$ cat config.mk
export PLATFORM = sky130hd
export DESIGN_NAME = smrg_div_stage
export DESIGN_NICKNAME = d
export VERILOG_FILES = /design/src/rtl/smrg_pkg.sv /design/src/rtl/smrg_div_stage.sv
export SDC_FILE = /design/constraint.sdc
export NUM_CORES = 1
export LEC_CHECK = 0
export ABC_AREA = 1
export CORE_AREA = 2 2 81 160
export DETAILED_ROUTE_END_ITERATION = 10
export DIE_AREA = 0 0 83 162
export DONT_BUFFER_PORTS = 1
export HOLD_SLACK_MARGIN = 0.08
export SLEW_MARGIN = 20
export SYNTH_ARGS = -nofsm -noshare
export SYNTH_HDL_FRONTEND = slang
export SYNTH_SLANG_ARGS = --single-unit
$ cat constraint.sdc
create_clock -name clk -period 3.05 [get_ports clk]
set_input_delay 0.1525 -clock clk [delete_from_list [all_inputs] [get_ports clk]]
set_output_delay 0.1525 -clock clk [all_outputs]
set_load 0.01 [all_outputs]
$ cat src/rtl/smrg_pkg.sv
package smrg_pkg;

    // field widths
    localparam int ROW_W  = 16;
    localparam int COL_W  = 24;
    localparam int VAL_W  = 37;
    localparam int GD_W   = 9;
    localparam int NP_W   = 9;
    localparam int PI_W   = 8;
    localparam int FAC_W  = 32;
    localparam int CFG_W  = 32;
    localparam int IDX_W  = 3;

    // derived widths
    localparam int NN_W     = 18;   // up to 511 * 511
    localparam int ZY_W     = 19;   // signed, +/- (n*n + n)
    localparam int ZY_N     = 9;    // dy by dz combinations
    localparam int ZY_IX_W  = 4;
    localparam int MASK_W   = 27;   // diagonal plus 26 neighbours
    localparam int SEL_W    = 5;
    localparam int NBR7     = 6;
    localparam int NBR27    = 26;

    // divider: four quotient bits per stage
    localparam int DIV_STEP   = 4;
    localparam int DIV_STAGES = ROW_W / DIV_STEP;

    // defaults
    localparam int DEF_MAX_GRID_DIM = 256;
    localparam int DEF_MAX_PLANES   = 256;

    localparam logic [GD_W-1:0]  GRID_DIM_RST    = GD_W'(16);
    localparam logic [NP_W-1:0]  NUM_PLANES_RST  = NP_W'(1);
    localparam logic [PI_W-1:0]  PLANE_INDEX_RST = '0;
    localparam logic             MODE_RST        = 1'b0;
    localparam logic [FAC_W-1:0] FACTOR_RST      = FAC_W'(65536);

    typedef enum logic [IDX_W-1:0] {
        CFG_GRID_DIM,
        CFG_NUM_PLANES,
        CFG_PLANE_INDEX,
        CFG_STENCIL_MODE,
        CFG_FACTOR
    } cfg_idx_t;

    typedef enum logic {
        MODE_7PT,
        MODE_27PT
    } mode_t;

    typedef enum logic [1:0] {
        DIR_NEG,
        DIR_ZERO,
        DIR_POS
    } dir_t;

    typedef struct packed {
        dir_t dx;
        dir_t dy;
        dir_t dz;
    } off_t;

    typedef struct packed {
        logic [GD_W-1:0]              n;
        logic [NP_W-1:0]              nz;
        logic [PI_W-1:0]              pz;
        mode_t                        mode;
        logic [NN_W-1:0]              nn;
        logic [COL_W-1:0]             plane_base;
        logic signed [FAC_W-1:0]      fac;
        logic signed [VAL_W-1:0]      diag_val;
        logic [ZY_N-1:0][ZY_W-1:0]    zy_off;
    } cfg_t;

    typedef struct packed {
        logic [ROW_W-1:0] row;
        logic [GD_W-1:0]  rem;
        logic [ROW_W-1:0] quo;
    } div_t;

    typedef struct packed {
        logic [ROW_W-1:0]  row;
        logic [COL_W-1:0]  diag_col;
        logic [MASK_W-1:0] mask;
        logic              bad;
    } item_t;

    typedef struct packed {
        logic [ROW_W-1:0] row;
        logic [COL_W-1:0] diag_col;
        logic [SEL_W-1:0] sel;
        logic             last;
        logic             bad;
    } pick_t;

    // neighbour j (1-based) of the chosen stencil
    function automatic off_t smrg_offset(input mode_t mode, input logic [SEL_W-1:0] j);
        off_t o;
        o = '{DIR_ZERO, DIR_ZERO, DIR_ZERO};
        if (mode == MODE_7PT)
        begin
            case (j)
                5'd1:    o = '{DIR_POS,  DIR_ZERO, DIR_ZERO};
                5'd2:    o = '{DIR_NEG,  DIR_ZERO, DIR_ZERO};
                5'd3:    o = '{DIR_ZERO, DIR_POS,  DIR_ZERO};
                5'd4:    o = '{DIR_ZERO, DIR_NEG,  DIR_ZERO};
                5'd5:    o = '{DIR_ZERO, DIR_ZERO, DIR_POS};
                5'd6:    o = '{DIR_ZERO, DIR_ZERO, DIR_NEG};
                default: o = '{DIR_ZERO, DIR_ZERO, DIR_ZERO};
            endcase
        end
        else
        begin
            case (j)
                5'd1:    o = '{DIR_NEG,  DIR_NEG,  DIR_NEG};
                5'd2:    o = '{DIR_NEG,  DIR_NEG,  DIR_ZERO};
                5'd3:    o = '{DIR_NEG,  DIR_NEG,  DIR_POS};
                5'd4:    o = '{DIR_NEG,  DIR_ZERO, DIR_NEG};
                5'd5:    o = '{DIR_NEG,  DIR_ZERO, DIR_ZERO};
                5'd6:    o = '{DIR_NEG,  DIR_ZERO, DIR_POS};
                5'd7:    o = '{DIR_NEG,  DIR_POS,  DIR_NEG};
                5'd8:    o = '{DIR_NEG,  DIR_POS,  DIR_ZERO};
                5'd9:    o = '{DIR_NEG,  DIR_POS,  DIR_POS};
                5'd10:   o = '{DIR_ZERO, DIR_NEG,  DIR_NEG};
                5'd11:   o = '{DIR_ZERO, DIR_NEG,  DIR_ZERO};
                5'd12:   o = '{DIR_ZERO, DIR_NEG,  DIR_POS};
                5'd13:   o = '{DIR_ZERO, DIR_ZERO, DIR_NEG};
                5'd14:   o = '{DIR_ZERO, DIR_ZERO, DIR_POS};
                5'd15:   o = '{DIR_ZERO, DIR_POS,  DIR_NEG};
                5'd16:   o = '{DIR_ZERO, DIR_POS,  DIR_ZERO};
                5'd17:   o = '{DIR_ZERO, DIR_POS,  DIR_POS};
                5'd18:   o = '{DIR_POS,  DIR_NEG,  DIR_NEG};
                5'd19:   o = '{DIR_POS,  DIR_NEG,  DIR_ZERO};
                5'd20:   o = '{DIR_POS,  DIR_NEG,  DIR_POS};
                5'd21:   o = '{DIR_POS,  DIR_ZERO, DIR_NEG};
                5'd22:   o = '{DIR_POS,  DIR_ZERO, DIR_ZERO};
                5'd23:   o = '{DIR_POS,  DIR_ZERO, DIR_POS};
                5'd24:   o = '{DIR_POS,  DIR_POS,  DIR_NEG};
                5'd25:   o = '{DIR_POS,  DIR_POS,  DIR_ZERO};
                5'd26:   o = '{DIR_POS,  DIR_POS,  DIR_POS};
                default: o = '{DIR_ZERO, DIR_ZERO, DIR_ZERO};
            endcase
        end
        return o;
    endfunction

    // step along one axis stays in the grid
    function automatic logic smrg_dir_ok(input dir_t d, input logic lo_ok, input logic hi_ok);
        logic ok;
        case (d)
            DIR_NEG: ok = lo_ok;
            DIR_POS: ok = hi_ok;
            default: ok = 1'b1;
        endcase
        return ok;
    endfunction

endpackage

$ cat src/rtl/smrg_div_stage.sv
module smrg_div_stage #(
    parameter int STAGE = 0
) (
    input  logic                        clk,
    input  logic                        rst_n,
    input  logic                        in_valid,
    output logic                        in_ready,
    input  smrg_pkg::div_t              in_data,
    input  logic [smrg_pkg::GD_W-1:0]   n,
    output logic                        out_valid,
    input  logic                        out_ready,
    output smrg_pkg::div_t              out_data
);
    import smrg_pkg::*;

    localparam int TOP_BIT = ROW_W - 1 - STAGE * DIV_STEP;

    logic  valid_reg;
    div_t  data_reg;
    div_t  data_next;

    // restoring division, one quotient bit per step
    always_comb
    begin
        logic [GD_W-1:0] r;
        logic [GD_W:0]   t;
        data_next = in_data;
        r = in_data.rem;
        for (int b = 0; b < DIV_STEP; b++)
        begin
            t = {r, in_data.row[TOP_BIT-b]};
            if (t >= {1'b0, n})
            begin
                t = t - {1'b0, n};
                data_next.quo[TOP_BIT-b] = 1'b1;
            end
            r = t[GD_W-1:0];
        end
        data_next.rem = r;
    end

    assign in_ready  = !valid_reg || out_ready;
    assign out_valid = valid_reg;
    assign out_data  = data_reg;

    always_ff @(posedge clk or negedge rst_n)
    begin
        if (!rst_n)
        begin
            valid_reg <= 1'b0;
        end
        else if (in_ready)
        begin
            valid_reg <= in_valid;
        end
    end

    always_ff @(posedge clk)
    begin
        if (in_ready && in_valid)
        begin
            data_reg <= data_next;
        end
    end

endmodule

# After elaboration in Yosys (flattened, before gate mapping)
# Index checks and enable logic that the tools add are counted.
# totals
regBits	42
latchBits	0
ramBits	0
mem_bits_ro	0
input_bits	54
out_inout_bits	43
word_cells	23
n_memories	0
# op_classes
add_sub_neg	4
mul	0
n_div	0
magnitude_cmp	4
n_eq_ne	0
shift	0
n_mux	4
bitwise_logic	0
reduce_logical	3
# op_table
op	count
>= comparator 10 x 9 -> 1 bit	4
two-way mux 9 bit	4
subtractor 9 bit	4
logical AND 1 bit	1
zero test 1 bit	1
logical OR 1 bit	1

# Longest topological paths before layout
# logic_depth
ltp_word	8
depth_mapped	46
depth_no_buf	45

# Least setup slack after synthesis
# No wires, ideal clock.
# synth_timing
path_kind	input-to-reg
from	input port in_data[40] (netlist bit)
to	register data_reg (netlist bit out_data[12]), data pin
setup_time_ps	259
arrival_ps	5645
required_time_ps	2791
path_slack_ps	-2854
path_stages	37
n_path_buf	3
cell_sequence	inv_1 > ha_1 > inv_1 > fa_1 > nand3_2 > nand4_2 > buf_6 > nand2_1 > nand2_1 > ha_1 > a21oi_1 > o21ai_1 > nand2_1 > nand2_1 > a21oi_1 > nand3_2 > buf_6 > nand2_1 > nand2_1 > ha_1 > a21oi_1 > o21ai_0 > nand2_1 > nand3_1 > a21oi_1 > nand3_2 > buf_6 > nand2_1 > nand2_1 > fa_1 > nand3_1 > nand3_1 > a21oi_1 > o21ai_0 > a21boi_0 > nand3_4 > or2_1
# synth_between
elab_chain_len	7
word_cells_on_any_way	10
# synth_rtl
element	line_no	source
start, declared	smrg_div_stage.sv:8	input smrg_pkg::div_t in_data,
subtractor 9 bit or >= comparator 10 x 9 -> 1 bit (tied branches)	smrg_div_stage.sv:34, smrg_div_stage.sv:32	
two-way mux 9 bit (*)	smrg_div_stage.sv:32	if (t >= {1'b0, n})
subtractor 9 bit or >= comparator 10 x 9 -> 1 bit (tied branches)	smrg_div_stage.sv:34, smrg_div_stage.sv:32	
two-way mux 9 bit (*)	smrg_div_stage.sv:32	
subtractor 9 bit or >= comparator 10 x 9 -> 1 bit (tied branches)	smrg_div_stage.sv:34, smrg_div_stage.sv:32	
two-way mux 9 bit (*)	smrg_div_stage.sv:32	
>= comparator 10 x 9 -> 1 bit (*)	smrg_div_stage.sv:32	
end signal, assigned	smrg_div_stage.sv:62	data_reg <= data_next;
end, declared	smrg_div_stage.sv:19	div_t data_reg;
# Mark *: on every way between the ends. The rest lies on a longest branch, timed or not.
# A chain may end at the register's enable or synchronous reset.

==> impl_metrics.csv <==
group,metric,value,unit
floorplanning,initial_core_util,29.5,%
clocking,cts.sinks,42,
hold_path,min_from,"in_data[37]",
global_route,grt.busiest_layer,"met2",
clocking,clockBufferDepth,2,
global_route,met1_usage,14.4,%
worst_setup_path,critPathSlowestCell,"fa_2",
hold_path,whs_path_depth,2,
sta,slew_violations,0,
floorplanning,die_area,13400,sq um
power_and_ir_drop,power,5990,uW
final_layout,postLayoutCellArea,6270,sq um
global_route,grt_pass1_wl,19.9,mm
final_layout,area_growth,74.4,%
worst_setup_path,cp_common_cell,"nand2_2",
global_route,grt_pass1_vias,4318,
sta,worst_hold_slack,0.111,ns
sta,worst_slack,-2.37,ns
worst_setup_path,crit_fanout,8,
route,ant_nets,0,
synth,yosysSeqAreaShare,34.9,%
synth,syn-num-nets,542,
final_layout,diodes,0,
floorplanning,io_pins,97,
floorplanning,fp.dieH,162,um
synth,yosysTopAreaCell,"edfxtp_1",
clocking,cts-buffers-inserted,5,
synth,syn-cell-area,3600,sq um
worst_setup_path,reg2reg_depth,2,
route,routed_wl,12.9,mm
sta,max_freq,0.185,GHz
synth,syn_inst,448,
synth,yosysWarnings,0,
worst_setup_path,cp-startpoint,"in_data[40]",
route,vias,3931,
clocking,clk_latency,0.28,ns
sta,relSlewSlack,66.5,%
place,place_area,4980,sq um
route,firstDrtPassIters,4,
clocking,root_buffer,"clkbuf_16",
worst_setup_path,crit_type,"input pin to flip-flop",
final_layout,fin_nets,741,
worst_setup_path,cp.required,3.20,ns
synth,syn_area_per_cell,8.03,sq um
route,viasPerCell,4.94,
global_route,gr-usage-met3,3.05,%
synth,synth-seq-cells,42,
worst_setup_path,r2r_slack,1.61,ns
sta,skew,0.00205,ns
worst_setup_path,worst_ep_arrival_time,5.57,ns
route,drt_iter0_drc,109,
place,io_buffers,0,
global_route,antenna_found_initial,0,
worst_setup_path,max_stage_delay,0.38,ns
power_and_ir_drop,vdd_drop_max,0.00101,V
clocking,htreeDepth,2,
worst_setup_path,critPathCapture,"out_data[23]",
synth,synth_cell_type_count,36,
outcome,violations,"setup timing",
route,wire_per_inst,16.2,um
final_layout,fin_util,51.4,%
flow_run,drv_cap,0,
sta,worst_pin_slew,0.502,ns
power_and_ir_drop,leakage,0.00289,uW
worst_setup_path,rr_endpoint,"out_data[13]",
global_route,grtUsageTotal,18.6,%
floorplanning,die_w,83,um
sta,rsz0062_at_grt,"true",
global_route,grt_use_met2,38.7,%
hold_path,hp-class,"input pin to flip-flop",
power_and_ir_drop,power.density,955,nW/um^2
final_layout,layout_common_cells,"buf_4 (154), nand2_1 (89), inv_1 (53)",
synth,synth_area_leaders,"edfxtp_1 (34%), nand2_1 (14%), ha_1 (13%), inv_1 (7.0%), nand3_1 (5.1%)",
clocking,path_clk_slew,0.06,ns
route,drc,0,
global_route,grt_overflow,0,
place,dp_hpwl,9.75,mm
clocking,tritoncts,"yes",
place,place.gp.congestion,0.937,
final_layout,post_route_cells_drive_above_1_share,49.7,%
sta,finalHoldViolCount,0,
sta,final.period_utilization,178,%
worst_setup_path,r2r_start,"out_valid",
worst_setup_path,worstSetupEndpointType,"flip-flop",
floorplanning,fp.coreArea,12200,sq um
worst_setup_path,critPathLaunchType,"input pin",
final_layout,layout_commonest_cell,"buf_4",
sta,setup_viol,11,
synth,synth_top_area_share,34.2,%
sta,post-route-min-period,5.42,ns
outcome,outcome,"complete, but fails checks",
floorplanning,rows,57,
global_route,grt_max_degree,42,
final cells by class:
cell class,count,area [sq um]
clock buffer,5,125
inverter,69,303
fill,1088,5920
clock inverter,3,16.3
timing repair buffer,192,1540
tap,147,184
multi-input combinational,337,2850
sequential,42,1260
Yosys cell counts:
cell / number
a31oi_1: 3
nor2_4: 2
a21o_1: 4
fa_1: 4
nand2_4: 2
nand3b_1: 1
nand2_2: 6
o21bai_1: 3
nand4_1: 7
a31o_2: 1
nand3_1: 37
o21ai_1: 1
nand2_1: 136
o21ai_0: 7
buf_6: 3
xnor2_1: 9
nor2_2: 1
a21oi_4: 2
ha_1: 36
a21oi_1: 20
nand4_2: 1
or2_2: 3
inv_1: 67
nor2_1: 21
nor3_1: 3
edfxtp_1: 41
or2_1: 1
dfrtp_1: 1
nand3_4: 2
nand3_2: 3
inv_2: 2
and3_1: 1
xor2_1: 14
a21boi_0: 1
a41oi_1: 1
o211ai_1: 1
through the flow:
step           cells  setup TNS [ns]  setup WS (ns)
2_1_floorplan    448          -21.57          -2.13
3_3_place_gp     719          -27.60          -2.63
3_5_place_dp     719          -29.59          -2.81
4_1_cts          782          -22.44          -2.17
5_1_grt          795          -26.84          -2.61
6_report         795          -24.34          -2.37
state kept, by name, indices dropped and copies added (netlist names):
signal / flops
out_valid: 1
out_data: 41
power breakdown:
part / total (uW) / switching, uW / leakage, uW / internal, uW
clock network: 512 / 213 / 0.0000672 / 298
registers: 929 / 87.9 / 0.000398 / 841
logic: 4550 / 2300 / 0.00243 / 2250
cells by family (layout without fill, tap and decap cells):
group	after synthesis	after routing	synth area share, %
xor+xnor	23	23	5.60
simple gates	227	230	28.9
flops	42	42	34.9
fa+ha+maj	40	40	14.8
compound gates	44	44	7.69
buf+inv	72	269	8.14
what timing repair did:
action / in CTS / in global routing
endpoints found under the setup margin: 11 / 12
hold buffers: 35 / 0
gates cloned: 3 / 0
endpoints found under the hold margin: 34 / 0
pin swaps: 34 / 59
setup buffers: 17 / 13
resized for setup: 72 / 49
critical path: cells and delay by family:
family                     cells  cell delay (ns)
AOI/OAI and AO/OA             11             1.95
adders and majority gates      5             1.16
and+or+nand+nor               18             2.13
buffers and inverters          3             0.14
worst min-delay path by stage:
stage / slack [ns] / to
floorplan: -0.14 / out_valid
global placement: -0.14 / out_valid
CTS: 0.11 / out_data[16]
finish: 0.11 / out_data[16]
global route: 0.15 / out_data[16]
detailed placement: -0.14 / out_valid
per-layer routing:
metal  vias to the layer above  share of wire, %
met2                       133                59
met1                      1861                30
met3                        58               3.4
met5                         -                 0
li1                       1879                 -
met4                         0               6.7
No activity file was read; power rests on OpenSTA's default activity.
