===== src/rtl/smrg_pkg.sv =====
package smrg_pkg;

    // field widths
    localparam int ROW_W  = 16;
    localparam int COL_W  = 24;
    localparam int VAL_W  = 37;
    localparam int GD_W   = 9;
    localparam int NP_W   = 9;
    localparam int PI_W   = 8;
    localparam int FAC_W  = 32;
    localparam int CFG_W  = 32;
    localparam int IDX_W  = 3;

    // derived widths
    localparam int NN_W     = 18;   // up to 511 * 511
    localparam int ZY_W     = 19;   // signed, +/- (n*n + n)
    localparam int ZY_N     = 9;    // dy by dz combinations
    localparam int ZY_IX_W  = 4;
    localparam int MASK_W   = 27;   // diagonal plus 26 neighbours
    localparam int SEL_W    = 5;
    localparam int NBR7     = 6;
    localparam int NBR27    = 26;

    // divider: four quotient bits per stage
    localparam int DIV_STEP   = 4;
    localparam int DIV_STAGES = ROW_W / DIV_STEP;

    // defaults
    localparam int DEF_MAX_GRID_DIM = 256;
    localparam int DEF_MAX_PLANES   = 256;

    localparam logic [GD_W-1:0]  GRID_DIM_RST    = GD_W'(16);
    localparam logic [NP_W-1:0]  NUM_PLANES_RST  = NP_W'(1);
    localparam logic [PI_W-1:0]  PLANE_INDEX_RST = '0;
    localparam logic             MODE_RST        = 1'b0;
    localparam logic [FAC_W-1:0] FACTOR_RST      = FAC_W'(65536);

    typedef enum logic [IDX_W-1:0] {
        CFG_GRID_DIM,
        CFG_NUM_PLANES,
        CFG_PLANE_INDEX,
        CFG_STENCIL_MODE,
        CFG_FACTOR
    } cfg_idx_t;

    typedef enum logic {
        MODE_7PT,
        MODE_27PT
    } mode_t;

    typedef enum logic [1:0] {
        DIR_NEG,
        DIR_ZERO,
        DIR_POS
    } dir_t;

    typedef struct packed {
        dir_t dx;
        dir_t dy;
        dir_t dz;
    } off_t;

    typedef struct packed {
        logic [GD_W-1:0]              n;
        logic [NP_W-1:0]              nz;
        logic [PI_W-1:0]              pz;
        mode_t                        mode;
        logic [NN_W-1:0]              nn;
        logic [COL_W-1:0]             plane_base;
        logic signed [FAC_W-1:0]      fac;
        logic signed [VAL_W-1:0]      diag_val;
        logic [ZY_N-1:0][ZY_W-1:0]    zy_off;
    } cfg_t;

    typedef struct packed {
        logic [ROW_W-1:0] row;
        logic [GD_W-1:0]  rem;
        logic [ROW_W-1:0] quo;
    } div_t;

    typedef struct packed {
        logic [ROW_W-1:0]  row;
        logic [COL_W-1:0]  diag_col;
        logic [MASK_W-1:0] mask;
        logic              bad;
    } item_t;

    typedef struct packed {
        logic [ROW_W-1:0] row;
        logic [COL_W-1:0] diag_col;
        logic [SEL_W-1:0] sel;
        logic             last;
        logic             bad;
    } pick_t;

    // neighbour j (1-based) of the chosen stencil
    function automatic off_t smrg_offset(input mode_t mode, input logic [SEL_W-1:0] j);
        off_t o;
        o = '{DIR_ZERO, DIR_ZERO, DIR_ZERO};
        if (mode == MODE_7PT)
        begin
            case (j)
                5'd1:    o = '{DIR_POS,  DIR_ZERO, DIR_ZERO};
                5'd2:    o = '{DIR_NEG,  DIR_ZERO, DIR_ZERO};
                5'd3:    o = '{DIR_ZERO, DIR_POS,  DIR_ZERO};
                5'd4:    o = '{DIR_ZERO, DIR_NEG,  DIR_ZERO};
                5'd5:    o = '{DIR_ZERO, DIR_ZERO, DIR_POS};
                5'd6:    o = '{DIR_ZERO, DIR_ZERO, DIR_NEG};
                default: o = '{DIR_ZERO, DIR_ZERO, DIR_ZERO};
            endcase
        end
        else
        begin
            case (j)
                5'd1:    o = '{DIR_NEG,  DIR_NEG,  DIR_NEG};
                5'd2:    o = '{DIR_NEG,  DIR_NEG,  DIR_ZERO};
                5'd3:    o = '{DIR_NEG,  DIR_NEG,  DIR_POS};
                5'd4:    o = '{DIR_NEG,  DIR_ZERO, DIR_NEG};
                5'd5:    o = '{DIR_NEG,  DIR_ZERO, DIR_ZERO};
                5'd6:    o = '{DIR_NEG,  DIR_ZERO, DIR_POS};
                5'd7:    o = '{DIR_NEG,  DIR_POS,  DIR_NEG};
                5'd8:    o = '{DIR_NEG,  DIR_POS,  DIR_ZERO};
                5'd9:    o = '{DIR_NEG,  DIR_POS,  DIR_POS};
                5'd10:   o = '{DIR_ZERO, DIR_NEG,  DIR_NEG};
                5'd11:   o = '{DIR_ZERO, DIR_NEG,  DIR_ZERO};
                5'd12:   o = '{DIR_ZERO, DIR_NEG,  DIR_POS};
                5'd13:   o = '{DIR_ZERO, DIR_ZERO, DIR_NEG};
                5'd14:   o = '{DIR_ZERO, DIR_ZERO, DIR_POS};
                5'd15:   o = '{DIR_ZERO, DIR_POS,  DIR_NEG};
                5'd16:   o = '{DIR_ZERO, DIR_POS,  DIR_ZERO};
                5'd17:   o = '{DIR_ZERO, DIR_POS,  DIR_POS};
                5'd18:   o = '{DIR_POS,  DIR_NEG,  DIR_NEG};
                5'd19:   o = '{DIR_POS,  DIR_NEG,  DIR_ZERO};
                5'd20:   o = '{DIR_POS,  DIR_NEG,  DIR_POS};
                5'd21:   o = '{DIR_POS,  DIR_ZERO, DIR_NEG};
                5'd22:   o = '{DIR_POS,  DIR_ZERO, DIR_ZERO};
                5'd23:   o = '{DIR_POS,  DIR_ZERO, DIR_POS};
                5'd24:   o = '{DIR_POS,  DIR_POS,  DIR_NEG};
                5'd25:   o = '{DIR_POS,  DIR_POS,  DIR_ZERO};
                5'd26:   o = '{DIR_POS,  DIR_POS,  DIR_POS};
                default: o = '{DIR_ZERO, DIR_ZERO, DIR_ZERO};
            endcase
        end
        return o;
    endfunction

    // step along one axis stays in the grid
    function automatic logic smrg_dir_ok(input dir_t d, input logic lo_ok, input logic hi_ok);
        logic ok;
        case (d)
            DIR_NEG: ok = lo_ok;
            DIR_POS: ok = hi_ok;
            default: ok = 1'b1;
        endcase
        return ok;
    endfunction

endpackage


===== src/rtl/smrg_seq.sv =====
module smrg_seq (
    input  logic            clk,
    input  logic            rst_n,
    input  logic            in_valid,
    output logic            in_ready,
    input  smrg_pkg::item_t in_data,
    output logic            out_valid,
    input  logic            out_ready,
    output smrg_pkg::pick_t out_data
);
    import smrg_pkg::*;

    logic              busy_reg;
    item_t             item_reg;
    logic [MASK_W-1:0] mask_reg;
    logic [MASK_W-1:0] mask_rest;
    logic [SEL_W-1:0]  sel;
    logic              is_last;
    logic              fire;

    // lowest pending entry goes next
    always_comb
    begin
        sel = '0;
        for (int i = MASK_W - 1; i >= 0; i--)
        begin
            if (mask_reg[i])
            begin
                sel = SEL_W'(i);
            end
        end
    end

    assign mask_rest = mask_reg & (mask_reg - MASK_W'(1));
    assign is_last   = (mask_rest == '0);
    assign fire      = busy_reg && out_ready;

    assign out_valid         = busy_reg;
    assign out_data.row      = item_reg.row;
    assign out_data.diag_col = item_reg.diag_col;
    assign out_data.sel      = sel;
    assign out_data.last     = is_last;
    assign out_data.bad      = item_reg.bad;

    assign in_ready = !busy_reg || (out_ready && is_last);

    always_ff @(posedge clk or negedge rst_n)
    begin
        if (!rst_n)
        begin
            busy_reg <= 1'b0;
        end
        else if (in_ready)
        begin
            busy_reg <= in_valid;
        end
    end

    always_ff @(posedge clk)
    begin
        if (in_ready && in_valid)
        begin
            item_reg <= in_data;
            mask_reg <= in_data.mask;
        end
        else if (fire)
        begin
            mask_reg <= mask_rest;
        end
    end

endmodule


===== config.mk =====
export PLATFORM = sky130hd
export DESIGN_NAME = smrg_seq
export DESIGN_NICKNAME = d
export VERILOG_FILES = /design/src/rtl/smrg_pkg.sv /design/src/rtl/smrg_seq.sv
export SDC_FILE = /design/constraint.sdc
export NUM_CORES = 1
export LEC_CHECK = 0
export BUFFER_PORTS_ARGS = -buffer_cell sky130_fd_sc_hd__clkbuf_2
export CAP_MARGIN = 20
export CORE_ASPECT_RATIO = 1.1
export CORE_MARGIN = 4
export CORE_UTILIZATION = 32
export CTS_CLUSTER_SIZE = 40
export DETAILED_ROUTE_END_ITERATION = 8
export SKIP_LAST_GASP = 1
export SYNTH_ARGS = -nofsm -noshare
export SYNTH_HDL_FRONTEND = slang
export SYNTH_SLANG_ARGS = --single-unit

===== constraint.sdc =====
create_clock -name clk -period 3.9 [get_ports clk]
set_input_delay 0 -clock clk [delete_from_list [all_inputs] [get_ports clk]]
set_output_delay 0 -clock clk [all_outputs]
set_load 0.01 [all_outputs]

Yosys cells after proc, flatten, opt, wreduce, memory -nomap -nowiden
Cells that the tools add are included.

Add/sub/neg operators: 1. Multiplexer cells: 29. Bitwise operators: 1. Reductions and logical operators: 7.

Operator list (number): 2-to-1 mux 5 bit (27); 2-to-1 mux 27 bit (2); AND 27 bit (1); logical NOT 27 bit (1); subtractor 27 x 1 -> 27 bit, second input constant (1); logical AND 1 bit (3); nonzero test 2 bit (1); logical NOT 1 bit (1); logical OR 1 bit (1).

Bits in registers: 69. Input bits: 72. Output and inout bits: 49. Logic and storage cells: 43.

Longest topological paths before layout
Depth after elaboration: 27. Depth in mapped cells: 10.

Least setup slack after synthesis
OpenSTA, ideal clock, no wires.

Kind: flip-flop to flip-flop. From: register mask_reg[2]. To: register item_reg (netlist bit out_data[0]), enable pin. Library setup time: 0.395 ns. Arrival: 3.321 ns. Required time: 3.505 ns. Setup slack: 0.183 ns. Cell stages (with the launch flop): 10. Cells stage by stage: edfxtp_1 -> or4_1 -> buf_2 -> o41a_1 -> o21ai_1 -> a21boi_1 -> a211oi_2 -> a41oi_4 -> buf_2 -> inv_1.

Longest elaborated chain between the ends: 6.

Ends and longest elaborated chain: start, declared (line smrg_seq.sv:15) `logic [MASK_W-1:0] mask_reg;`; start signal, assigned (line smrg_seq.sv:64) `mask_reg <= in_data.mask;`; start signal, assigned (line smrg_seq.sv:68) `mask_reg <= mask_rest;`; subtractor 27 x 1 -> 27 bit (line smrg_seq.sv:34) `assign mask_rest = mask_reg & (mask_reg - MASK_W'(1));`; AND 27 bit * (line smrg_seq.sv:34); logical NOT 27 bit * (line smrg_seq.sv:35) `assign is_last = (mask_rest == '0);`; logical AND 1 bit * (line smrg_seq.sv:45) `assign in_ready = !busy_reg || (out_ready && is_last);`; logical OR 1 bit * (line smrg_seq.sv:45); logical AND 1 bit * (line smrg_seq.sv:61) `if (in_ready && in_valid)`; end signal, assigned (line smrg_seq.sv:63) `item_reg <= in_data;`; end, declared (line smrg_seq.sv:14) `item_t item_reg;`.

Mark *: on every way between the ends. The rest lies on a longest branch, timed or not. A chain may end at the register's enable or synchronous reset.

Final worst setup path
From: register mask_reg[6]. To: register mask_reg[7], data pin.

Longest elaborated chain between the ends: 7.

Ends and longest elaborated chain (line): subtractor 27 x 1 -> 27 bit (smrg_seq.sv:34); AND 27 bit * (smrg_seq.sv:34); logical NOT 27 bit (smrg_seq.sv:35); logical AND 1 bit (smrg_seq.sv:45); logical OR 1 bit (smrg_seq.sv:45); logical AND 1 bit (smrg_seq.sv:61); 2-to-1 mux 27 bit * (smrg_seq.sv:61).

Mark *: on every way between the ends. The rest lies on a longest branch, timed or not. The select of a mux whose other input is x is not followed.

==> metrics.txt <==
# TYPE chip_impl_metric gauge
chip_impl_info{name="rsz_0062_raised_after_global_routing",value="no"} 1
chip_impl_info{name="run_status",value="complete, no violations"} 1
chip_impl_info{name="dominant_combinational_cell_family_by_area_after_synthesis",value="simple AND/OR/NAND/NOR gates"} 1
chip_impl_metric{name="setup_viol_count_final",unit=""} 0
chip_impl_metric{name="dp_hpwl",unit="um"} 6410
chip_impl_metric{name="layout.nets",unit=""} 519
chip_impl_metric{name="cts_resized",unit=""} 0
chip_impl_metric{name="number_of_global_route_vias_before_repair",unit=""} 2855
chip_impl_metric{name="power.switching_fraction",unit=""} 0.234
chip_impl_metric{name="cts_max_path_buffers",unit=""} 2
chip_impl_metric{name="seq_area_frac_synth",unit=""} 0.621
chip_impl_metric{name="clock_skew",unit="ns"} 0.00749
chip_impl_metric{name="share_of_yosys_cell_area_claimed_by_the_top_area_cell_type",unit=""} 0.614
chip_impl_metric{name="sequentialPowerShare",unit=""} 0.505
chip_impl_metric{name="power_per_cell_area",unit="nW/um2"} 342
chip_impl_metric{name="final_design_area_no_fill",unit="um2"} 5000
chip_impl_metric{name="postSynthRegisterBits",unit=""} 69
chip_impl_info{name="setup_cp_type",value="flop to flop"} 1
chip_impl_metric{name="timing.final.crit_share",unit=""} 0.893
chip_impl_info{name="path_cells",value="nor4_4 -> nand3_4 -> nor4_1 -> o21ai_0 -> nor4_2 -> a41oi_4 -> buf_4 -> mux2_2"} 1
chip_impl_metric{name="routed_wire_length",unit="um"} 8910
chip_impl_metric{name="comb_power_share",unit=""} 0.099
chip_impl_info{name="mostFrequentLayoutCell",value="clkbuf_2"} 1
chip_impl_metric{name="synth_async_sr_flop_share",unit=""} 0.0145
chip_impl_metric{name="routed_antenna_nets",unit=""} 0
chip_impl_info{name="critical_path.slowest_cell",value="edfxtp_1"} 1
chip_impl_metric{name="std_cell_rows",unit=""} 38
chip_impl_metric{name="core_region",unit="um2"} 10000
chip_impl_metric{name="hold_viol",unit=""} 0
chip_impl_metric{name="synth_warn",unit=""} 0
chip_impl_metric{name="post_route_worst_hold_slack",unit="ns"} 0.0136
chip_impl_metric{name="fmax",unit="MHz"} 287
chip_impl_metric{name="via_count",unit=""} 2730
chip_impl_metric{name="worst_skew_pair.late_latency",unit="ns"} 0.35
chip_impl_metric{name="globalRouteTotalUtil",unit=""} 0.154
chip_impl_metric{name="maximum_single_stage_delay_on_the_critical_path",unit="ns"} 0.53
chip_impl_metric{name="synth_mux_area_frac",unit=""} 0.0842
chip_impl_metric{name="cell_leakage_power",unit="nW"} 2.11
chip_impl_metric{name="synth_compound_area_frac",unit=""} 0.120
chip_impl_metric{name="drc_errors",unit=""} 0
chip_impl_metric{name="postPlaceCellArea",unit="um2"} 4090
chip_impl_info{name="timing.critical_path.to_type",value="flop"} 1
chip_impl_info{name="tritoncts",value="built"} 1
chip_impl_metric{name="drtIter0Drc",unit=""} 160
chip_impl_metric{name="power_frac_clock",unit=""} 0.396
chip_impl_metric{name="timing.final.crit_period",unit="ns"} 3.48
chip_impl_metric{name="arrival",unit="ns"} 3.59
chip_impl_metric{name="largest_reg_flops",unit=""} 41
chip_impl_metric{name="intPower",unit="W"} 0.00131
chip_impl_metric{name="synth_xor_area_frac",unit=""} 0
chip_impl_metric{name="ir_drop",unit="mV"} 0.154
chip_impl_metric{name="htreeDepth",unit=""} 3
chip_impl_metric{name="synth_nets",unit=""} 325
chip_impl_metric{name="pin_count_of_the_biggest_net_entering_global_routing",unit=""} 42
chip_impl_info{name="worst_setup_path_start_kind",value="flop"} 1
chip_impl_metric{name="wl_per_cell",unit="um"} 15.0
chip_impl_info{name="worst_hold_path_type",value="input pin to flop"} 1
chip_impl_metric{name="placement.io_buffers",unit=""} 120
chip_impl_metric{name="chip_width",unit="um"} 105
chip_impl_metric{name="yosys.area_share.adder",unit=""} 0.00301
chip_impl_metric{name="drive_gt1_frac",unit=""} 0.369
chip_impl_metric{name="crit_path_max_fanout",unit=""} 13
chip_impl_metric{name="grt-ovfl-total",unit=""} 0
chip_impl_metric{name="synth_cell_types",unit=""} 51
chip_impl_metric{name="max-cap-violations",unit=""} 0
chip_impl_metric{name="placer_s_final_routability_congestion_estimate",unit=""} 0.873
chip_impl_metric{name="slew_violations",unit=""} 0
chip_impl_info{name="clock_tree.root_cell",value="clkbuf_8"} 1
chip_impl_metric{name="inserted_diodes",unit=""} 0
chip_impl_metric{name="io-pin-count",unit=""} 121
chip_impl_metric{name="postSynthAreaPerCell",unit="um2"} 13.2
chip_impl_metric{name="grt_first_pass_wirelength",unit="um"} 14300
chip_impl_metric{name="post_synth_and_or_nand_nor_area_fraction",unit=""} 0.126
chip_impl_metric{name="cts.sinks",unit=""} 69
chip_impl_metric{name="synthToLayoutAreaGrowth",unit="%"} 50.4
chip_impl_metric{name="fin_setup_tns",unit="ns"} 0
chip_impl_info{name="post_synth_main_area_contributors",value="edfxtp_1, mux2i_1, mux2_2"} 1
chip_impl_metric{name="via_per_inst",unit=""} 4.61
chip_impl_metric{name="cts-buffers-inserted",unit=""} 9
chip_impl_metric{name="switchingPower",unit="W"} 0.000400
chip_impl_metric{name="cts.repair_timing.setup_buffer_count",unit=""} 0
chip_impl_metric{name="synth_enable_flop_cells",unit=""} 68
chip_impl_info{name="layout.cells.most_common_list",value="clkbuf_2, dlygate4sd3_1, edfxtp_1"} 1
chip_impl_metric{name="relative_slew_slack",unit=""} 0.560
chip_impl_info{name="yosys_most_used_dff",value="edfxtp_1"} 1
chip_impl_metric{name="syn_inst",unit=""} 253
chip_impl_metric{name="synth_area",unit="um2"} 3330
chip_impl_metric{name="final_total_power",unit="W"} 0.00171
chip_impl_metric{name="antenna_found_initial",unit=""} 0
chip_impl_metric{name="worst_pin_slew",unit="ns"} 0.658
chip_impl_metric{name="required",unit="ns"} 4.01
chip_impl_metric{name="initial_utilization",unit=""} 0.332
chip_impl_metric{name="drtPass1Iterations",unit=""} 4
chip_impl_metric{name="dieHeight",unit="um"} 115
chip_impl_metric{name="hold_buffers",unit=""} 69
chip_impl_metric{name="dieArea",unit="um2"} 12100
chip_impl_info{name="netlist.top_cell.by_area",value="edfxtp_1"} 1
chip_impl_metric{name="finalCoreUtilization",unit=""} 0.499
chip_impl_metric{name="clk_pin_slew_worst_setup_hold_paths",unit="ns"} 0.08
## area by class of cell
type | count | area, um2
fillers | 918 | 5030
flip-flops and latches | 69 | 2070
repair buffers | 194 | 1340
multi-input cells | 152 | 1110
well taps | 140 | 175
clock buffers | 9 | 124
clock inverters | 7 | 105
inverters | 21 | 78.8
## critical path: cells and delay by family, from the launching register on
| family | cells | cell delay, ns |
|---|---|---|
| DFF | 1 | 0.53 |
| muxes | 1 | 0.28 |
| AOI/OAI and AO/OA | 2 | 0.59 |
| and+or+nand+nor | 4 | 1.50 |
| buffers and inverters | 1 | 0.33 |
## kinds of logic after synthesis
kind of cell             count (synthesis)
AO/OA/AOI/OAI                           55
buffers and inverters                   32
AND/OR/NAND/NOR                         72
adder cells (fa/ha/maj)                  1
flip-flops                              69
multiplexers                            24
## routing by layer
metal  vias to the layer above  GRT usage  wire, um
met3                        16     0.0337       333
met4                         0     0.0595       168
met2                        72      0.283      4830
met1                      1293      0.174      3580
li1                       1349          -         -
met5                         -          0         0
## final timing paths
path                                             start                     end  slack (ns)  cells after the start
worst min register to register  mask_reg[22]$_DFFE_PP_  mask_reg[23]$_DFFE_PP_        0.77                      2
min in group asynchronous                        rst_n   out_valid$_DFFE_PN0N_        0.48                      3
max in group asynchronous                        rst_n   out_valid$_DFFE_PN0N_        3.32                      3
worst max-delay path             mask_reg[6]$_DFFE_PP_   mask_reg[7]$_DFFE_PP_        0.42                      8
worst max register to register   mask_reg[6]$_DFFE_PP_   mask_reg[7]$_DFFE_PP_        0.42                      8
worst min-delay path                       in_data[26]  mask_reg[25]$_DFFE_PP_        0.01                      3
## Yosys cell counts, types with 3 or more instances
master	n
nor4_1	7
nor4_4	3
mux2i_1	10
o31ai_1	3
mux2_2	8
o21bai_1	3
nor2_1	23
nand2_1	15
o21a_1	6
mux2_4	6
edfxtp_1	68
clkbuf_1	3
nor3_1	3
o21ai_0	8
or2_2	3
inv_1	21
o31a_1	3
a21oi_1	11
buf_2	4
nor2b_1	4
buf_6	3
## per-stage QoR
stage,std cells,setup slack [ns]
final,592,0.419
after global routing,592,0.116
after CTS,592,0.418
after detailed placement,507,0.445
after global placement,507,0.485
after floorplan,253,0.183
## power by group through the flow
| stage | Clock [W] | Combinational (W) | Sequential [W] |
|---|---|---|---|
| global placement | 0 | 0.000113 | 0.000879 |
| finish | 0.000677 | 0.000170 | 0.000864 |
| CTS | 0.000697 | 0.000171 | 0.000864 |
| floorplan | 0 | 0.0000704 | 0.000867 |
| detailed placement | 0 | 0.000115 | 0.000881 |
| global route | 0.000729 | 0.000190 | 0.000868 |
(Power assumes the default switching activity.)
