$ cat config.mk
export PLATFORM = sky130hd
export DESIGN_NAME = smrg_out
export DESIGN_NICKNAME = d
export VERILOG_FILES = /design/src/rtl/smrg_pkg.sv /design/src/rtl/smrg_out.sv
export SDC_FILE = /design/constraint.sdc
export NUM_CORES = 1
export LEC_CHECK = 0
export ABC_AREA = 1
export BUFFER_PORTS_ARGS = -buffer_cell sky130_fd_sc_hd__buf_2
export CORE_AREA = 2 2 172 174
export DETAILED_ROUTE_END_ITERATION = 8
export DIE_AREA = 0 0 174 176
export GPL_TIMING_DRIVEN = 0
export HOLD_SLACK_MARGIN = 0.03
export PLACE_DENSITY = 0.54
export SYNTH_ARGS = -nofsm -noshare
export SYNTH_HDL_FRONTEND = slang
export SYNTH_SLANG_ARGS = --single-unit
$ cat constraint.sdc
create_clock -name clk -period 5.7 [get_ports clk]
set_input_delay 0.285 -clock clk [delete_from_list [all_inputs] [get_ports clk]]
set_output_delay 0.285 -clock clk [all_outputs]
set_load 0.005 [all_outputs]
$ cat src/rtl/smrg_pkg.sv
package smrg_pkg;

    // field widths
    localparam int ROW_W  = 16;
    localparam int COL_W  = 24;
    localparam int VAL_W  = 37;
    localparam int GD_W   = 9;
    localparam int NP_W   = 9;
    localparam int PI_W   = 8;
    localparam int FAC_W  = 32;
    localparam int CFG_W  = 32;
    localparam int IDX_W  = 3;

    // derived widths
    localparam int NN_W     = 18;   // up to 511 * 511
    localparam int ZY_W     = 19;   // signed, +/- (n*n + n)
    localparam int ZY_N     = 9;    // dy by dz combinations
    localparam int ZY_IX_W  = 4;
    localparam int MASK_W   = 27;   // diagonal plus 26 neighbours
    localparam int SEL_W    = 5;
    localparam int NBR7     = 6;
    localparam int NBR27    = 26;

    // divider: four quotient bits per stage
    localparam int DIV_STEP   = 4;
    localparam int DIV_STAGES = ROW_W / DIV_STEP;

    // defaults
    localparam int DEF_MAX_GRID_DIM = 256;
    localparam int DEF_MAX_PLANES   = 256;

    localparam logic [GD_W-1:0]  GRID_DIM_RST    = GD_W'(16);
    localparam logic [NP_W-1:0]  NUM_PLANES_RST  = NP_W'(1);
    localparam logic [PI_W-1:0]  PLANE_INDEX_RST = '0;
    localparam logic             MODE_RST        = 1'b0;
    localparam logic [FAC_W-1:0] FACTOR_RST      = FAC_W'(65536);

    typedef enum logic [IDX_W-1:0] {
        CFG_GRID_DIM,
        CFG_NUM_PLANES,
        CFG_PLANE_INDEX,
        CFG_STENCIL_MODE,
        CFG_FACTOR
    } cfg_idx_t;

    typedef enum logic {
        MODE_7PT,
        MODE_27PT
    } mode_t;

    typedef enum logic [1:0] {
        DIR_NEG,
        DIR_ZERO,
        DIR_POS
    } dir_t;

    typedef struct packed {
        dir_t dx;
        dir_t dy;
        dir_t dz;
    } off_t;

    typedef struct packed {
        logic [GD_W-1:0]              n;
        logic [NP_W-1:0]              nz;
        logic [PI_W-1:0]              pz;
        mode_t                        mode;
        logic [NN_W-1:0]              nn;
        logic [COL_W-1:0]             plane_base;
        logic signed [FAC_W-1:0]      fac;
        logic signed [VAL_W-1:0]      diag_val;
        logic [ZY_N-1:0][ZY_W-1:0]    zy_off;
    } cfg_t;

    typedef struct packed {
        logic [ROW_W-1:0] row;
        logic [GD_W-1:0]  rem;
        logic [ROW_W-1:0] quo;
    } div_t;

    typedef struct packed {
        logic [ROW_W-1:0]  row;
        logic [COL_W-1:0]  diag_col;
        logic [MASK_W-1:0] mask;
        logic              bad;
    } item_t;

    typedef struct packed {
        logic [ROW_W-1:0] row;
        logic [COL_W-1:0] diag_col;
        logic [SEL_W-1:0] sel;
        logic             last;
        logic             bad;
    } pick_t;

    // neighbour j (1-based) of the chosen stencil
    function automatic off_t smrg_offset(input mode_t mode, input logic [SEL_W-1:0] j);
        off_t o;
        o = '{DIR_ZERO, DIR_ZERO, DIR_ZERO};
        if (mode == MODE_7PT)
        begin
            case (j)
                5'd1:    o = '{DIR_POS,  DIR_ZERO, DIR_ZERO};
                5'd2:    o = '{DIR_NEG,  DIR_ZERO, DIR_ZERO};
                5'd3:    o = '{DIR_ZERO, DIR_POS,  DIR_ZERO};
                5'd4:    o = '{DIR_ZERO, DIR_NEG,  DIR_ZERO};
                5'd5:    o = '{DIR_ZERO, DIR_ZERO, DIR_POS};
                5'd6:    o = '{DIR_ZERO, DIR_ZERO, DIR_NEG};
                default: o = '{DIR_ZERO, DIR_ZERO, DIR_ZERO};
            endcase
        end
        else
        begin
            case (j)
                5'd1:    o = '{DIR_NEG,  DIR_NEG,  DIR_NEG};
                5'd2:    o = '{DIR_NEG,  DIR_NEG,  DIR_ZERO};
                5'd3:    o = '{DIR_NEG,  DIR_NEG,  DIR_POS};
                5'd4:    o = '{DIR_NEG,  DIR_ZERO, DIR_NEG};
                5'd5:    o = '{DIR_NEG,  DIR_ZERO, DIR_ZERO};
                5'd6:    o = '{DIR_NEG,  DIR_ZERO, DIR_POS};
                5'd7:    o = '{DIR_NEG,  DIR_POS,  DIR_NEG};
                5'd8:    o = '{DIR_NEG,  DIR_POS,  DIR_ZERO};
                5'd9:    o = '{DIR_NEG,  DIR_POS,  DIR_POS};
                5'd10:   o = '{DIR_ZERO, DIR_NEG,  DIR_NEG};
                5'd11:   o = '{DIR_ZERO, DIR_NEG,  DIR_ZERO};
                5'd12:   o = '{DIR_ZERO, DIR_NEG,  DIR_POS};
                5'd13:   o = '{DIR_ZERO, DIR_ZERO, DIR_NEG};
                5'd14:   o = '{DIR_ZERO, DIR_ZERO, DIR_POS};
                5'd15:   o = '{DIR_ZERO, DIR_POS,  DIR_NEG};
                5'd16:   o = '{DIR_ZERO, DIR_POS,  DIR_ZERO};
                5'd17:   o = '{DIR_ZERO, DIR_POS,  DIR_POS};
                5'd18:   o = '{DIR_POS,  DIR_NEG,  DIR_NEG};
                5'd19:   o = '{DIR_POS,  DIR_NEG,  DIR_ZERO};
                5'd20:   o = '{DIR_POS,  DIR_NEG,  DIR_POS};
                5'd21:   o = '{DIR_POS,  DIR_ZERO, DIR_NEG};
                5'd22:   o = '{DIR_POS,  DIR_ZERO, DIR_ZERO};
                5'd23:   o = '{DIR_POS,  DIR_ZERO, DIR_POS};
                5'd24:   o = '{DIR_POS,  DIR_POS,  DIR_NEG};
                5'd25:   o = '{DIR_POS,  DIR_POS,  DIR_ZERO};
                5'd26:   o = '{DIR_POS,  DIR_POS,  DIR_POS};
                default: o = '{DIR_ZERO, DIR_ZERO, DIR_ZERO};
            endcase
        end
        return o;
    endfunction

    // step along one axis stays in the grid
    function automatic logic smrg_dir_ok(input dir_t d, input logic lo_ok, input logic hi_ok);
        logic ok;
        case (d)
            DIR_NEG: ok = lo_ok;
            DIR_POS: ok = hi_ok;
            default: ok = 1'b1;
        endcase
        return ok;
    endfunction

endpackage

$ cat src/rtl/smrg_out.sv
module smrg_out (
    input  logic                              clk,
    input  logic                              rst_n,
    input  logic                              in_valid,
    output logic                              in_ready,
    input  smrg_pkg::pick_t                   in_data,
    input  smrg_pkg::cfg_t                    cfg,
    output logic                              entry_valid,
    input  logic                              entry_stall,
    output logic [smrg_pkg::ROW_W-1:0]        row,
    output logic [smrg_pkg::COL_W-1:0]        column,
    output logic signed [smrg_pkg::VAL_W-1:0] value,
    output logic                              last,
    output logic                              bad_row
);
    import smrg_pkg::*;

    logic                    valid_reg;
    logic [ROW_W-1:0]        row_reg;
    logic [COL_W-1:0]        column_reg;
    logic signed [VAL_W-1:0] value_reg;
    logic                    last_reg;
    logic                    bad_row_reg;
    logic [COL_W-1:0]        column_next;
    logic signed [VAL_W-1:0] value_next;

    always_comb
    begin
        off_t                off;
        logic [ZY_IX_W-1:0]  zy_idx;
        logic [COL_W:0]      sum;
        logic [COL_W:0]      dx_term;
        logic [COL_W:0]      zy_term;
        off     = smrg_offset(cfg.mode, in_data.sel);
        zy_idx  = ZY_IX_W'(3 * int'(off.dy) + int'(off.dz));
        zy_term = {{(COL_W+1-ZY_W){cfg.zy_off[zy_idx][ZY_W-1]}}, cfg.zy_off[zy_idx]};
        case (off.dx)
            DIR_POS: dx_term = (COL_W+1)'(1);
            DIR_NEG: dx_term = '1;
            default: dx_term = '0;
        endcase
        sum = {1'b0, in_data.diag_col} + zy_term + dx_term;

        if (in_data.bad)
        begin
            column_next = '0;
            value_next  = '0;
        end
        else if (in_data.sel == '0)
        begin
            column_next = in_data.diag_col;
            value_next  = cfg.diag_val;
        end
        else
        begin
            column_next = sum[COL_W-1:0];
            value_next  = {{(VAL_W-FAC_W){cfg.fac[FAC_W-1]}}, cfg.fac};
        end
    end

    assign in_ready    = !valid_reg || !entry_stall;
    assign entry_valid = valid_reg;
    assign row         = row_reg;
    assign column      = column_reg;
    assign value       = value_reg;
    assign last        = last_reg;
    assign bad_row     = bad_row_reg;

    always_ff @(posedge clk or negedge rst_n)
    begin
        if (!rst_n)
        begin
            valid_reg <= 1'b0;
        end
        else if (in_ready)
        begin
            valid_reg <= in_valid;
        end
    end

    always_ff @(posedge clk)
    begin
        if (in_ready && in_valid)
        begin
            row_reg     <= in_data.row;
            column_reg  <= column_next;
            value_reg   <= value_next;
            last_reg    <= in_data.last;
            bad_row_reg <= in_data.bad;
        end
    end

endmodule

After elaboration in Yosys (flattened, before gate mapping). Memory sizes are Yosys's and may differ from the RTL's. Index checks and enable logic that the tools add are counted.

Logic and storage cells: 32. Input port bits: 360. Output and inout bits: 81. Memories kept: 1. Bits in read-only memories: 192. Register bits: 80.

Mux-type cells: 7. Multiply operators: 1. Reduce and logical (&&, ||, !) cells: 6. $add $sub $neg: 3. Equal/unequal tests: 7. Order comparisons: 1.

Memory list: (name not given) (depth 32, bits a word 6, read ports 1, clocked after Yosys merged registers in 0, write ports 0, line smrg_pkg.sv:114) `case (j)`.

Operators by type and width (number): $bmux W19 S4 (1); $add A24 B24 Y24 (2); $pmux W24 S2 (1); $mux W37 (1); $pmux W6 S6 (1); $mux W24 (1); $mux W19 (1); $eq A5 B3 Y1 const B (3); $eq A5 B2 Y1 const B (2); $mux W6 (1); $eq A5 B1 Y1 const B (1); $logic_not A5 Y1 (1); $lt A4 B5 Y1 const B (1); $add A4 B2 Y4 (1); $mul A2 B2 Y4 const A (1); $eq A2 B2 Y1 const B (1); $logic_not A1 Y1 (2); $logic_not A2 Y1 (1); $logic_and A1 B1 Y1 (1); $logic_or A1 B1 Y1 (1).

Depth between registers and ports, before layout. Gate-level depths: netlist (run 1).

Word-level depth: 10. Gate-level depth with buffers: 38. Depth with buffers taken out: 37.

Worst setup path before layout (run 1). Ideal clock, no wire load.

Path kind: input to register. From: input port in_data[3] (netlist bit). To: register column_reg[21] (netlist: column[21]), data pin. Arrival time: 5.175 ns. Setup slack: 0.272 ns. Library setup time: 0.254 ns. Required time: 5.446 ns. Stages: 32. Path buffers: 1. Cells stage by stage: inv_1 -> ha_1 -> inv_1 -> nand2_1 -> nand2_1 -> nor2_1 -> nor2_1 -> nand3_1 -> o21a_1 -> inv_1 -> fa_1 -> inv_1 -> ha_1 -> inv_1 -> fa_1 -> inv_2 -> nor2_4 -> clkbuf_1 -> nand3_1 -> nand2_1 -> nand2_1 -> fa_1 -> inv_1 -> ha_1 -> inv_1 -> fa_1 -> o31ai_1 -> nand3_1 -> nand3_1 -> xor2_1 -> o21bai_1 -> inv_1.

Word-level cells in the longest chain between the ends: 10. Elaborated cells between the ends (all ways): 20. Those cells by class: 3 x add/sub; 1 x mul; 7 x eq/ne; 6 x mux; 2 x reduce/logical; 1 x memory.

Ends and longest elaborated chain: start: declaration (line smrg_out.sv:6) `input smrg_pkg::pick_t in_data,`; parallel branches: the longest is 9 deep, another holds $add A24 B24 Y24; $mux W24 * (line smrg_out.sv:49) `else if (in_data.sel == '0)`; end signal: assignment (line smrg_out.sv:86) `column_reg <= column_next;`; end: declaration (line smrg_out.sv:20) `logic [COL_W-1:0] column_reg;`.

Mark *: on every way between the ends. The select of a mux whose other input is x is not followed. A chain may end at the register's enable or synchronous reset.

Worst setup path after layout (run 1).
From: input port in_data[3] (netlist bit). To: register column_reg[9] (netlist: column[9]), data pin.

The elaborated chain is that of the path after synthesis.

==> results of run 1 <==
where the power goes:
part	switching [W]	leakage, nW	total, W	internal, W
Sequential	0.0000246	0.781	0.000817	0.000793
Combinational	0.00217	4.64	0.00362	0.00145
Clock	0.000253	0.154	0.000642	0.000388
Total	0.00244	5.58	0.00508	0.00264
layer usage:
layer  up-vias  wire length (µm)  share of wire, %
li1       4311                 -                 -
met1      4055             13290                40
met2       349             17080                51
met3        33              2188               6.6
met4         0               725               2.2
met5         -                 0                 0
cells by family after synthesis:
family | count (synthesis)
AOI/OAI and AO/OA | 253
buffers and inverters | 208
xor gates and xnor gates | 14
DFF | 80
adders and majority gates | 56
and+or+nand+nor | 444
placed cells by master (no fill, tap or decap), types with 5 or more instances in the layout:
| cell type | instances |
|---|---|
| clkbuf_1 | 14 |
| or2_1 | 5 |
| ha_1 | 9 |
| clkbuf_16 | 10 |
| a22oi_1 | 18 |
| inv_1 | 144 |
| nand3_2 | 6 |
| nand4_1 | 6 |
| xor2_1 | 10 |
| buf_4 | 28 |
| a21oi_2 | 14 |
| a21oi_1 | 94 |
| a21o_1 | 5 |
| a31oi_1 | 9 |
| nand2_2 | 15 |
| nor2_1 | 92 |
| o311ai_2 | 8 |
| edfxtp_1 | 79 |
| inv_2 | 8 |
| clkbuf_2 | 6 |
| ha_2 | 12 |
| o21ai_0 | 63 |
| nor2_2 | 6 |
| o211ai_1 | 7 |
| fa_1 | 24 |
| buf_2 | 385 |
| ha_4 | 9 |
| o21bai_1 | 9 |
| nand2_1 | 245 |
| nand3_1 | 58 |
area by class of cell:
class                           instances  area, µm²
Fill cell                            3101      17530
Clock inverter                          7      103.9
Timing Repair Buffer                  397       2131
Multi-Input combinational cell        767       4785
Tap cell                              384      480.5
Inverter                              158      605.6
Sequential cell                        80       2397
Buffer                                 50      282.8
Antenna cell                            1      2.502
Clock buffer                            9      225.2
through the flow:
stage / power, W / worst slack, ns
after detailed placement: 0.003887 / -0.9681
after CTS: 0.004656 / 0.0001958
final: 0.005080 / 0.1779
after global placement: 0.003878 / -1.100
after global routing: 0.005541 / -0.04195
after floorplan: 0.002948 / 0.2717
worst paths after layout:
kind	start	slack [ns]	end
min in group asynchronous	rst_n	0.26	entry_valid
max in group asynchronous	rst_n	5.35	entry_valid
min reg2reg	entry_valid	0.58	entry_valid
max reg2reg	entry_valid	4.33	value[33]
max	in_data[3]	0.18	column[9]
min	in_data[33]	0.11	row[2]
worst max-delay path, delay by kind of cell:
family                   cells  cell delay [ns]
XOR/XNOR                     1             0.08
AO/OA/AOI/OAI                6             0.96
AND/OR/NAND/NOR              6             0.68
buffers and inverters       13             1.28
adder cells (fa/ha/maj)      6             2.33
repair_timing:
item,in CTS,in global routing
pin swaps,2,37
endpoints found under the setup margin,20,20
gates cloned,0,1
gates resized for setup,30,110
hold buffers,1,0
buffers inserted,2,19
hold endpoints to repair,1,0
==> out/results.tsv, run 1 <==
metric	value	unit
simple logic cell fraction of the synthesized area	24.30	%
dpl hpwl	27720	µm
All-Layer GR Usage	20.87	%
DRT Wirelength	33280	µm
critical path's largest stage delay	0.61	ns
DR vias/cell	4.721	
vias in the first global route	8800	
post-synthesis sequential area ratio	31.61	%
Clock Tree Root	clkbuf_16	
Unique masters post-synth	45	
gpl congestion	0.9174	
Min Hold Slack	0.1117	ns
GRT met3 Usage	4.371	%
Tightest Hold Check Type	primary input to register	
fraction of layout cells with a size suffix above 1	37.81	%
Critical Path RT	5.81	ns
clk_lat worst skew	0.35	ns
area leader, netlist	edfxtp_1	
crit path capture type	register	
async set-reset flop share out of synthesis	1.250	%
crit-path max FO	8	
initial antenna violation count	1	
# rows	62	
count leader, synth	nand2_1	
Post-Place Cell Area	9992	µm²
DIE HEIGHT	176	µm
number of port buffers	371	
setup TNS	0	ns
Post-Syn Area	7584	µm²
Seq cells post-synth	80	
Synth area leaders	edfxtp_1 31%, nand2_1 13%, inv_1 7.4%, a21oi_1 7.1%, fa_1 6.9%	
reg2reg path depth	3	
status	finished clean	
Max Cap Viol	0	
Post-Synth Adder-Cell Area	11.81	%
Slew Viols, Final	0	
Die ar.	30620	µm²
Avg Inst Size Synth	7.188	µm²
area fraction of the dominant cell type after synthesis	31.28	%
Final ANT Viol Nets	0	
Worst-Margin Slew	0.8170	ns
VDD IR-drop max	0.1694	mV
Avg WL per Cell	17.96	µm
NumNets Final	1879	
die width	174	µm
slew margin rel.	45.53	%
max reg flops	37	
CTS Buffer Depth	2	
grt peak-use layer	met2	
Clock Skews	0.006342	ns
Worst-path clk slew	0.07	ns
critical path arrival	5.63	ns
first-pass GRT wire length	48770	µm
htree depth	3	
Pleak	5.577	nW
core area	28550	µm²
Synth Area in XOR/XNOR	1.716	%
Post-Syn Nets	1471	
Post-synth EDFFs	79	
commonest register cell after synthesis	edfxtp_1	
final std cells w/o fill	1853	
starting density of the core	26.56	%
cells after synthesis	1055	
main combinational cell family by area after synthesis	simple AND/OR/NAND/NOR gates	
GRT Residual Overflow	0	
startpoint type of the worst setup path	primary input	
Layout area overhead	45.22	%
DRC	0	
achievable frequency	181.1	MHz
Ys Warns	0	
unrepaired setup endpoints after global routing	yes	
IO Pins	441	
final setup fails	0	
vias	8748	
met1 Usage GRT	23.31	%
design area	11010	µm²
Num CTS Buffers	9	
CTS tree	yes	
final core occ	38.58	%
fin crit period	5.522	ns
pwr/cell area	461.3	nW/µm²
Tcrit/Tclk final	96.88	%
hold depth	1	
pin count of the biggest net entering global routing	32	
most used cell, CP	inv_1	
post-synthesis mux area share	0	%
Synth Area in Compound Gates	19.45	%
clk sinks	80	
placed instance count	1813	
slowest CP cell	fa_2	
routing usage on met2	39.84	%
Iter 0 DRT Violations	345	
final hold vios	0	
commonest cells in the netlist	256 x nand2_1, 150 x inv_1, 108 x a21oi_1	
DR pass1 iterations	7	
critical path class	primary input to register	
(Power assumes the default switching activity.)
==> run 2, diff against run 1 <==
==> constraint.sdc (replaced) <==
create_clock -name clk -period 5.7 [get_ports clk]
set_input_delay 1.14 -clock clk [delete_from_list [all_inputs] [get_ports clk]]
set_output_delay 1.14 -clock clk [all_outputs]
set_load 0.005 [all_outputs]
==> out/results.tsv, run 2 (synthesis results as in run 1) <==
metric	value	unit
status	complete, but fails checks	
failing checks	negative setup slack	
sequential power share	14.4	%
initial antenna violation count	0	
Max Cap Viol	0	
Top Layer Used	met4	
DRC	0	
crit path capture type	register	
DR vias/cell	4.706	
Pleak	5.714	nW
Post-Place Cell Area	10270	µm²
Num CTS Buffers	9	
fraction of layout cells with a size suffix above 1	41.31	%
Final ANT Viol Nets	0	
Die ar.	30620	µm²
first-pass GRT wire length	49490	µm
Power, Total	0.005646	W
critical path's largest stage delay	0.51	ns
Worst-path clk slew	0.07	ns
Tcrit/Tclk final	107.3	%
crit-path max FO	5	
switching power	0.002731	W
dpl hpwl	27370	µm
worst setup path startpoint	in_data[3]	
achievable frequency	163.6	MHz
met2 WL post-DR	16390	µm
DR WL met3	2480	µm
number of port buffers	371	
GRT Residual Overflow	0	
slew margin rel.	49.42	%
pre-CTS setup slack	-1.442	ns
All-Layer GR Usage	21.13	%
reg2reg path depth	3	
clk_lat worst skew	0.35	ns
DR pass1 iterations	5	
IO Pins	441	
Layout area overhead	51.62	%
final setup fails	20	
clk sinks	80	
gpl congestion	0.9480	
vias in the first global route	8983	
starting density of the core	26.56	%
Worst-Margin Slew	0.7561	ns
Iter 0 DRT Violations	405	
switching share of total power	48.36	%
Final WS setup	-0.4133	ns
Clock Skews	0.007549	ns
CTS Buffer Depth	2	
Tightest Hold Check Type	primary input to async pin	
Int Pwr	0.002916	W
Critical Path RT	5.82	ns
Clock Tree Root	clkbuf_16	
max reg flops	37	
NumNets Final	1890	
Comb pwr share	74.8	%
most common cell after layout, fill and taps aside	buf_2	
vias	8768	
Avg WL per Cell	17.80	µm
htree depth	3	
CTS Hold Buffers Added	0	
fin crit period	6.113	ns
critical path arrival	6.23	ns
Reg2Reg Setup Slack	4.02	ns
final hold vios	0	
core area	28550	µm²
unrepaired setup endpoints after global routing	yes	
M1 WL	13000	µm
Critical R2R Launch	entry_valid	
pwr/cell area	491.0	nW/µm²
RR Endpoint	last	
VDD IR-drop max	0.1995	mV
design area	11500	µm²
pin count of the biggest net entering global routing	31	
startpoint type of the worst setup path	primary input	
slowest CP cell	fa_1	
most frequent cells in the layout	385 x buf_2, 229 x nand2_1, 136 x inv_1, 91 x a21oi_1, 90 x nor2_1	
# rows	62	
critical path class	primary input to register	
DIE HEIGHT	176	µm
Slew Viols, Final	0	
most used cell, CP	inv_1	
Clock Power Share	10.7	%
DRT Wirelength	33170	µm
ant diodes	0	
CTS tree	yes	
die width	174	µm
-- run 2: layer usage --
layer	vias to the layer above	global-route usage [%]
li1	4345	-
met1	3983	23.52
met2	383	38.86
met3	57	4.845
met4	0	8.578
met5	-	0
-- run 2: through the flow --
stage                     TNS [ns]  std cells  utilization (%)  hold slack, ns
after floorplan             -3.822       1055                -          0.5276
after global placement     -177.58       1810            35.69          0.4920
after detailed placement    -26.81       1813            35.99          0.5745
after CTS                   -5.347       1858            39.67          0.5510
after global routing        -12.22       1863            40.28          0.5559
final                       -5.678       1863            40.28          0.5606
-- run 2: worst max-delay path by stage --
stage | endpoint | cells past startpoint
final | column[9] | 31
after global placement | column[9] | 3
after CTS | column[21] | 30
after floorplan | column[16] | 32
after detailed placement | column[20] | 27
after global routing | column[9] | 31
-- run 2: worst max-delay path, delay by kind of cell --
family                   cells  cell delay, ns
AND/OR/NAND/NOR              6            0.85
adder cells (fa/ha/maj)      6            2.13
AO/OA/AOI/OAI                6            0.88
XOR/XNOR                     1            0.07
buffers and inverters       12            1.13
-- run 2: power groups by stage --
| stage | Clock (W) | Combinational [W] | Sequential, W |
|---|---|---|---|
| floorplan | 0 | 0.00238 | 0.000845 |
| global placement | 0 | 0.00335 | 0.000835 |
| detailed placement | 0 | 0.00337 | 0.000830 |
| CTS | 0.000626 | 0.00403 | 0.000817 |
| global route | 0.000643 | 0.00466 | 0.000824 |
| finish | 0.000607 | 0.00422 | 0.000816 |
-- run 2: cell type report --
type,count,area (µm²)
Tap cell,384,480.5
Buffer,50,307.8
Inverter,158,604.3
Clock inverter,7,82.58
Timing Repair Buffer,408,2230
Clock buffer,9,225.2
Multi-Input combinational cell,767,5171
Sequential cell,80,2397
Fill cell,3053,17050
-- run 2: timing repair --
item	in CTS	in global routing
endpoints found under the setup margin	23	22
cloned	1	0
pin swaps	52	19
resized for setup	120	29
buffers inserted	28	5
==> run 3, diff against run 2 <==
Settings changed: CORE_AREA 2 2 172 174 to 2 2 173 175, DIE_AREA 0 0 174 176 to 0 0 175 177, PLACE_DENSITY 0.54 to 0.53.
==> out/results.tsv, run 3 (synthesis results as in run 1) <==
metric	value	unit
startpoint type of the worst setup path	primary input	
Die ar.	30980	µm²
first-pass GRT wire length	48840	µm
slew margin rel.	47.83	%
routing usage on met2	38.52	%
critical path arrival	6.28	ns
Final WS setup	-0.4719	ns
VDD IR-drop max	0.2355	mV
CTS Buffer Depth	2	
Worst-path clk slew	0.06	ns
vias	8837	
failing checks	negative setup slack	
status	complete, but fails checks	
Max Cap Viol	0	
reg2reg path depth	4	
Clock Tree Root	clkbuf_16	
RR Endpoint	row[5]	
Worst-Margin Slew	0.7826	ns
most frequent cells in the layout	385 x buf_2, 219 x nand2_1, 128 x inv_1, 88 x a21oi_1, 86 x nor2_1	
final setup fails	21	
# rows	63	
DR vias/cell	4.671	
GRT Residual Overflow	0	
final hold vios	0	
NumNets Final	1912	
gpl congestion	0.8773	
DRC	0	
IO Pins	441	
setup TNS	-7.996	ns
Clock Skews	0.006736	ns
design area	11890	µm²
pin count of the biggest net entering global routing	29	
crit path capture type	register	
Min Hold Slack	0.5559	ns
crit-path max FO	10	
Critical R2R Launch	entry_valid	
Reg2Reg Setup Slack	3.82	ns
Final ANT Viol Nets	0	
DR pass1 iterations	5	
All-Layer GR Usage	20.59	%
achievable frequency	162.0	MHz
Critical Path RT	5.81	ns
Slew Viols, Final	0	
most common cell after layout, fill and taps aside	buf_2	
Tightest Hold Check Type	primary input to async pin	
starting density of the core	25.93	%
fin crit period	6.172	ns
critical path's largest stage delay	0.58	ns
Iter 0 DRT Violations	397	
htree depth	3	
die width	175	µm
Num CTS Buffers	9	
Layout area overhead	56.76	%
clk sinks	80	
Post-Place Cell Area	10280	µm²
met1 Usage GRT	23.35	%
GRT met3 Usage	4.038	%
Avg WL per Cell	17.33	µm
pre-CTS setup slack	-1.454	ns
fillcell total	3096	
Tcrit/Tclk final	108.3	%
max reg flops	37	
pwr/cell area	506.7	nW/µm²
grt peak-use layer	met2	
fraction of layout cells with a size suffix above 1	44.93	%
DIE HEIGHT	177	µm
number of port buffers	371	
vias in the first global route	9019	
critical path class	primary input to register	
clk_lat worst skew	0.35	ns
Power, Total	0.006024	W
DRT Wirelength	32800	µm
core area	29240	µm²
slowest CP cell	fa_2	
dpl hpwl	26770	µm
unrepaired setup endpoints after global routing	yes	
initial antenna violation count	4	
Pleak	5.853	nW
CTS tree	yes	
## run 3: worst max path at each step
stage	startpoint	end	slack [ns]	cells after the start
detailed placement	in_data[3]	column[18]	-1.45	30
CTS	in_data[3]	column[11]	-0.44	30
global route	in_data[3]	column[23]	-0.76	36
floorplan	in_data[3]	column[16]	-0.29	32
finish	in_data[3]	column[12]	-0.47	28
global placement	in_valid	column[10]	-1.90	3
## run 3: stage by stage
stage | cells | utilization [%]
5_1_grt | 1892 | 40.65
2_1_floorplan | 1055 | -
6_report | 1892 | 40.65
3_5_place_dp | 1819 | 35.16
3_3_place_gp | 1816 | 34.87
4_1_cts | 1869 | 38.77
## run 3: report_power, final
part / internal (W) / switching [W] / total, W
Sequential: 0.000793 / 0.0000239 / 0.000817
Combinational: 0.00201 / 0.00261 / 0.00462
Clock: 0.000339 / 0.000247 / 0.000586
Total: 0.00314 / 0.00288 / 0.00602
## run 3: metal layers
metal | vias up | routed length [µm] | share of wire [%]
met5 | - | 21 | 0.064
met4 | 4 | 929 | 2.8
met3 | 42 | 2162 | 6.6
met2 | 372 | 16590 | 51
met1 | 4024 | 13090 | 40
li1 | 4395 | - | -
## run 3: critical path: cells and delay by family
kind	cells	cell delay, ns
adders and majority gates	6	2.38
AOI/OAI and AO/OA	7	1.37
buffers and inverters	10	0.89
and+or+nand+nor	4	0.33
xor gates and xnor gates	1	0.15
## run 3: area by class of cell
class                      count  area (µm²)  area share (%)
clock buffer                   9       225.2           1.895
antenna                        2       5.005         0.04210
tap                          390       488.0           4.105
multi-input combinational    767        5390           45.34
sequential                    80        2397           20.17
buffer                        50       290.3           2.442
inverter                     158       611.8           5.147
clock inverter                 6       68.82          0.5789
timing repair buffer         430        2411           20.28
## run 3: what timing repair did
item,CTS,global route
resized for setup,126,97
setup endpoints to repair,23,23
hold buffers,0,0
gates cloned,1,0
pin swaps,55,67
buffers inserted,34,22
